`src/hdl/hrw_pkg.sv`:
```
// ----------------------------------------------------------------------------
// hrw_pkg
// Shared types and constants for the height map ray walkability check.
// ----------------------------------------------------------------------------
package hrw_pkg;

    // map geometry defaults
    localparam int MAP_WIDTH_DEF  = 256;
    localparam int MAP_HEIGHT_DEF = 256;

    // fixed point format and sampling
    localparam int FRAC_BITS    = 16;
    localparam int SAMPLE_SHIFT = 5;
    localparam int SAMPLE_STEPS = 1 << SAMPLE_SHIFT;

    // store geometry
    localparam int ADDR_W = 16;
    localparam int WORD_W = 24;

    // datapath widths
    localparam int COORD_W = 32;
    localparam int POS_W   = 34;            // sample point, may exceed 32 bits slightly
    localparam int DIFF_W  = POS_W + 1;     // origin minus sample point
    localparam int LO_W    = 17;            // low slice of the magnitude
    localparam int HI_W    = DIFF_W - LO_W;
    localparam int PROD_W  = DIFF_W + COORD_W;
    localparam int Q_W     = PROD_W - 2 * FRAC_BITS;

    // commands
    localparam logic CMD_WRITE = 1'b0;
    localparam logic CMD_CHECK = 1'b1;

    // configuration register indexes
    localparam int CFG_IDX_W = 2;
    localparam logic [CFG_IDX_W-1:0] REG_X_ORIGIN = 2'd0;
    localparam logic [CFG_IDX_W-1:0] REG_Y_ORIGIN = 2'd1;
    localparam logic [CFG_IDX_W-1:0] REG_X_SCALE  = 2'd2;
    localparam logic [CFG_IDX_W-1:0] REG_Y_SCALE  = 2'd3;

    // configuration reset values
    localparam logic signed [COORD_W-1:0] ORIGIN_RST = 32'sd0;
    localparam logic signed [COORD_W-1:0] SCALE_RST  = 32'sd65536;

    // one command transfer
    typedef struct packed {
        logic                      cmd;
        logic [ADDR_W-1:0]         map_index;
        logic [WORD_W-1:0]         map_word;
        logic signed [COORD_W-1:0] start_x;
        logic signed [COORD_W-1:0] start_y;
        logic signed [COORD_W-1:0] start_z;
        logic signed [COORD_W-1:0] end_x;
        logic signed [COORD_W-1:0] end_y;
        logic signed [COORD_W-1:0] end_z;
        logic [30:0]               climb_limit;
    } t_item;

    // one result transfer
    typedef struct packed {
        logic                      blocked;
        logic signed [COORD_W-1:0] stop_x;
        logic signed [COORD_W-1:0] stop_y;
        logic signed [COORD_W-1:0] stop_z;
    } t_result;

endpackage

```
`src/hdl/hrw_to_pixel.sv`:
```
// ----------------------------------------------------------------------------
// hrw_to_pixel
// Five stage mapping of a world coordinate to a clamped pixel index.
// ----------------------------------------------------------------------------
module hrw_to_pixel #(
    parameter int SIZE = hrw_pkg::MAP_WIDTH_DEF
) (
    input  logic                                 i_clk,
    input  logic signed [hrw_pkg::COORD_W-1:0]   i_origin,
    input  logic signed [hrw_pkg::COORD_W-1:0]   i_scale,
    input  logic signed [hrw_pkg::POS_W-1:0]     i_pos,
    output logic [$clog2(SIZE)-1:0]              o_pix
);

    localparam int PIX_W = $clog2(SIZE);

    logic signed [hrw_pkg::DIFF_W-1:0] r_diff;
    logic [hrw_pkg::DIFF_W-1:0]        r_mag;
    logic [hrw_pkg::COORD_W-1:0]       r_smag;
    logic                              r_neg_b;
    logic [hrw_pkg::LO_W+hrw_pkg::COORD_W-1:0] r_lo;
    logic [hrw_pkg::HI_W+hrw_pkg::COORD_W-1:0] r_hi;
    logic                              r_neg_c;
    logic [hrw_pkg::Q_W-1:0]           r_q;
    logic                              r_neg_d;
    logic [PIX_W-1:0]                  r_pix;

    logic [hrw_pkg::PROD_W-1:0]        n_prod;

    // stage a: offset from the origin
    always_ff @(posedge i_clk) begin
        r_diff <= hrw_pkg::DIFF_W'(i_origin) - hrw_pkg::DIFF_W'(i_pos);
    end

    // stage b: magnitudes and sign of the product
    always_ff @(posedge i_clk) begin
        r_mag   <= r_diff[hrw_pkg::DIFF_W-1] ? hrw_pkg::DIFF_W'(-r_diff)
                                             : hrw_pkg::DIFF_W'(r_diff);
        r_smag  <= i_scale[hrw_pkg::COORD_W-1] ? hrw_pkg::COORD_W'(-i_scale)
                                               : hrw_pkg::COORD_W'(i_scale);
        r_neg_b <= r_diff[hrw_pkg::DIFF_W-1] != i_scale[hrw_pkg::COORD_W-1];
    end

    // stage c: two partial products
    always_ff @(posedge i_clk) begin
        r_lo    <= {{hrw_pkg::COORD_W{1'b0}}, r_mag[hrw_pkg::LO_W-1:0]}
                 * {{hrw_pkg::LO_W{1'b0}}, r_smag};
        r_hi    <= {{hrw_pkg::COORD_W{1'b0}}, r_mag[hrw_pkg::DIFF_W-1:hrw_pkg::LO_W]}
                 * {{hrw_pkg::HI_W{1'b0}}, r_smag};
        r_neg_c <= r_neg_b;
    end

    // stage d: sum partials, drop the fraction bits of both factors
    always_comb begin
        n_prod = hrw_pkg::PROD_W'(r_lo) + (hrw_pkg::PROD_W'(r_hi) << hrw_pkg::LO_W);
    end

    always_ff @(posedge i_clk) begin
        r_q     <= n_prod[hrw_pkg::PROD_W-1:2*hrw_pkg::FRAC_BITS];
        r_neg_d <= r_neg_c;
    end

    // stage e: clamp to the map edges
    always_ff @(posedge i_clk) begin
        if (r_neg_d) begin
            r_pix <= '0;
        end else if (r_q >= hrw_pkg::Q_W'(SIZE)) begin
            r_pix <= PIX_W'(SIZE - 1);
        end else begin
            r_pix <= r_q[PIX_W-1:0];
        end
    end

    assign o_pix = r_pix;

endmodule

```
`config.mk`:
```
export PLATFORM = sky130hd
export DESIGN_NAME = hrw_to_pixel
export DESIGN_NICKNAME = d
export VERILOG_FILES = /design/src/hdl/hrw_pkg.sv /design/src/hdl/hrw_to_pixel.sv
export SDC_FILE = /design/constraint.sdc
export NUM_CORES = 2
export LEC_CHECK = 0
export BUFFER_PORTS_ARGS = -buffer_cell sky130_fd_sc_hd__buf_2
export CAP_MARGIN = 15
export CORE_MARGIN = 5
export CORE_UTILIZATION = 60
export CTS_CLUSTER_DIAMETER = 120
export CTS_CLUSTER_SIZE = 25
export DETAILED_ROUTE_END_ITERATION = 7
export GPL_TIMING_DRIVEN = 0
export PLACE_DENSITY_LB_ADDON = 0.25
export SLEW_MARGIN = 25
export SYNTH_ARGS = -nofsm -noshare
export SYNTH_HDL_FRONTEND = slang
export SYNTH_SLANG_ARGS = --single-unit
```
`constraint.sdc`:
```
create_clock -name i_clk -period 11.38 [get_ports i_clk]
set_clock_uncertainty 0.1 [all_clocks]
set_input_delay 2.845 -clock i_clk [delete_from_list [all_inputs] [get_ports i_clk]]
set_output_delay 2.845 -clock i_clk [all_outputs]
set_load 0.01 [all_outputs]
```
After elaboration in Yosys (flattened, before gate mapping)
Index checks and enable logic that the tools add are counted.
{"block": "totals", "output_inout_bits": 8, "wordCells": 23, "regBits": 247}
{"block": "classes", "n_mul": 2, "add_sub_neg": 4, "n_lt_le_gt_ge": 1, "eq_ne": 1, "mux": 3}
{"op": "adder 49 x 67 -> 67 bit", "count": 1}
{"op": "multiplier 18 x 32 -> 50 bit", "count": 1}
{"op": "multiplier 17 x 32 -> 49 bit", "count": 1}
{"op": ">= comparator 35 x 9 -> 1 bit, second input constant", "count": 1}
{"op": "negator 35 bit", "count": 1}
{"op": "subtractor 32 x 34 -> 35 bit", "count": 1}
{"op": "2-to-1 mux 34 bit", "count": 1}
{"op": "negator 32 bit", "count": 1}
{"op": "2-to-1 mux 31 bit", "count": 1}
{"op": "2-to-1 mux 8 bit", "count": 1}
{"op": "inequality test 1 bit", "count": 1}

Longest topological paths before layout
{"block": "logic_depth", "word_depth": 2, "ltp_mapped": 26, "ltp_nobuf": 24}

Worst setup path after synthesis
Ideal clock, no wire load.
{"block": "synth_timing", "path_type": "register to register", "from": "register r_smag[23] in the netlist's numbering", "to": "register r_lo[43] in the netlist's numbering", "n_path_buf": 1, "t_arrival_ps": 6257, "required_time_ps": 11185, "path_slack_ps": 4928, "setup_ps": 95, "synth_period_minus_slack_ps": 6452, "stages_incl_launch_ff": 23, "path_cell_list": "dfxtp_1 clkbuf_1 nand2_1 fa_1 fa_1 fa_1 inv_1 fa_1 fa_1 inv_1 fa_1 inv_1 ha_1 a21o_1 a31o_2 or3_1 or3_1 o221ai_1 a21o_1 a21boi_1 o211ai_1 nand2_1 o311ai_1"}
{"block": "synth_between", "elab_chain_cells": 1}
{"element": "from (decl)", "line": "hrw_to_pixel.sv:19", "text": "logic [hrw_pkg::COORD_W-1:0] r_smag;"}
{"element": "from (signal assigned)", "line": "hrw_to_pixel.sv:39", "text": "r_smag <= i_scale[hrw_pkg::COORD_W-1] ? hrw_pkg::COORD_W'(-i_scale)"}
{"element": "multiplier 17 x 32 -> 49 bit", "line": "hrw_to_pixel.sv:47", "text": "* {{hrw_pkg::LO_W{1'b0}}, r_smag};"}
{"element": "to (signal assigned)", "line": "hrw_to_pixel.sv:46", "text": "r_lo <= {{hrw_pkg::COORD_W{1'b0}}, r_mag[hrw_pkg::LO_W-1:0]}"}
{"element": "to (decl)", "line": "hrw_to_pixel.sv:21", "text": "logic [hrw_pkg::LO_W+hrw_pkg::COORD_W-1:0] r_lo;"}
No other way between the ends.
A chain may end at the register's enable or synchronous reset.

Worst setup path in the final report
{"block": "layout_timing", "from": "register r_smag[12] in the netlist's numbering", "to": "register r_lo[43] in the netlist's numbering"}
Same word-level chain as after synthesis.

==> out/metrics.cfg <==
[hold_path]
hp-class = reg2reg
hp-start = r_neg_b

[logic_synthesis]
synth_fp_nets = 6280
syn_avg_cell_area_um2 = 8.86
yosysWarnings = 0
synthXorXnorAreaFrac = 0.0388
synth.area.mux_share = 0
synth_top_family_by_area = adder cells
synth_compound_area_frac = 0.0627
synth.most_common_cell = inv_1
synthTopCellsByCount = inv_1 (1118), fa_1 (928), nand2_1 (787)
synth_top_area_frac = 0.424
synth_ff_type = dfxtp_1
synthCells = 4941
ys_seq_area_frac = 0.105
synth.area.top_cells = fa_1 (42%), dfxtp_1 (11%), inv_1 (9.6%), ha_1 (8.9%), nand2_1 (6.7%)
synthSimpleGateAreaFrac = 0.164
syn_area_um2 = 43800
synthAdderAreaFrac = 0.513
yosysUniqueCellTypes = 67
synthArstFlopShare = 0
synth_edf_count = 0
yosysTopAreaCell = fa_1
synth-seq-cells = 230

[floorplanning]
num_rows = 99
die_w_um = 280
boundaryPins = 107
start_util = 0.602
core_area_um2 = 72700
die_area_um2 = 78500
die-height_um = 280

[sta]
fin_setup_tns_ns = 0
fmax_mhz = 111
slew_viol_final = 0
setup_viol = 0
hold-worst-slack_ns = 0.238
relSlewSlack = 0.230
hold_violations = 0
worst_slew_pin_slew_ns = 1.15
fin_crit_sh = 0.792
min_period_ns = 9.01
rsz0062_at_grt = false

[critical_path]
crit_arrival_ns = 9.24
crit_chain = clkbuf_1, nand2_1, fa_1, inv_1, fa_1, fa_1, fa_1, fa_1, inv_1, fa_1, inv_1, ha_1, a21o_1, a31o_2, or3_1, or3_1, o221ai_1, a21o_1, a21boi_1, o211ai_1, nand2_1, o311ai_1
r2r_slack_ns = 2.37
start_kind = register
cp.required_ns = 11.61
critPathMostFrequentCell = fa_1
crit_family = adder cells
end_kind = register
crit_type = reg2reg
critical_path.slowest_cell = o311ai_1
critical_path.max_stage_delay_ns = 0.89
crit_buf_inv = 4
critical_path.startpoint = r_smag[12]
r2r-start = r_smag[12]
critPathMaxFanout = 10

[clock_tree]
insertion_delay_ns = 0.56
clockRootBuffer = clkbuf_16
ctsResizeCount = 0
numClockSinks = 230
hold_buffers = 0
clockBufferDepth = 3
clk_pin_slew_worst_paths_ns = 0.10
post-cts-setup-buffers = 0
cts_tree = built
htreeDepth = 1
numCtsBuffers = 15

[place]
place_inst = 6006
place.detailed.hpwl_um = 112000
gp_congestion = 1.03
io_buffers = 106

[detailed_routing]
drc = 0
wire_per_inst_um = 22.1
drt-total-wl_um = 134000
vias = 34400
drt_iter0_markers = 3010
vias_per_cell = 5.69
first_pass_iters = 8
drtAntennaViolNets = 0

[status]
status = finished, final reports clean

[global_route]
grt_pass1_vias = 35800
grt-ovfl-total = 0
grt_use_total = 0.348
grt_max_degree = 26
antenna_found_initial = 14
grt_pass1_wl_um = 206000

[cells_and_area]
fin_cells = 6042
area_growth_pct = 5.17
fillCellCount = 6249
fin_nets = 6403
fin_util = 0.634
drive_above_1_share = 0.0300

[flow_run]
cap_violations = 0

[path summary, 6_finish.rpt]
path | endpoint | depth (start not counted)
setup / recovery | r_lo[43] | 22
hold / removal | r_neg_c | 0
setup reg to reg | r_lo[43] | 22
hold reg to reg | r_neg_c | 0
[cell families after synthesis]
group / count (synthesis)
adder cells (fa/ha/maj): 1240
buffers and inverters: 1351
AO/OA/AOI/OAI: 427
XOR/XNOR: 194
flip-flops: 230
AND/OR/NAND/NOR: 1499
[metrics by stage]
| stage | worst slack, ns | area [um^2] |
|---|---|---|
| 3_5_place_dp | 2.73 | 45500 |
| 5_1_grt | 2.42 | 46000 |
| 2_1_floorplan | 4.93 | 43800 |
| 4_1_cts | 2.67 | 46000 |
| 3_3_place_gp | 2.86 | 45500 |
| 6_report | 2.37 | 46100 |
[metal layers]
layer,global-route usage,wire [um],up-vias
li1,-,-,14900
met4,0.197,10000,18
met3,0.104,16200,456
met1,0.441,49600,17000
met5,0,128,-
met2,0.536,57800,1911
[cell type report]
cell class                 instances  area (um^2)  area share
tap                              959         1200      0.0260
clock buffer                      17          393     0.00853
clock inverter                     5         87.6     0.00190
inverter                        1120         4200      0.0913
antenna                           14         35.0    0.000761
buffer                           231          872      0.0189
sequential                       230         4600       0.100
multi-input combinational       3360        34100       0.741
timing repair buffer             106          531      0.0115
[cell usage in the layout (no fill, tap or decap), types with 16 or more instances in the layout]
cell type,Yosys,layout
dfxtp_1,230,230
and2_1,429,429
nor3_1,22,22
a21oi_1,124,124
nand3_1,38,38
o21ai_0,65,65
a21o_1,71,71
fa_1,928,928
o21ai_1,22,22
clkbuf_1,227,227
buf_2,0,106
o21bai_1,20,20
xnor2_1,142,141
o31ai_1,25,25
nor2_1,86,86
ha_1,312,312
xor2_1,52,52
inv_1,1118,1118
nand2b_1,20,20
nand4_1,24,24
nand2_1,787,787
a211oi_1,16,16
[sequential cells by signal, indices dropped and copies added (netlist names)]
name	flops
r_q	35
r_diff	35
r_neg_c	1
r_lo	32
r_neg_b	1
r_neg_d	1
r_hi	50
o_pix	8
r_mag	35
r_smag	32
Power is not shown: default switching activity piles up to over one toggle a cycle in this logic, so the estimate is an artifact.
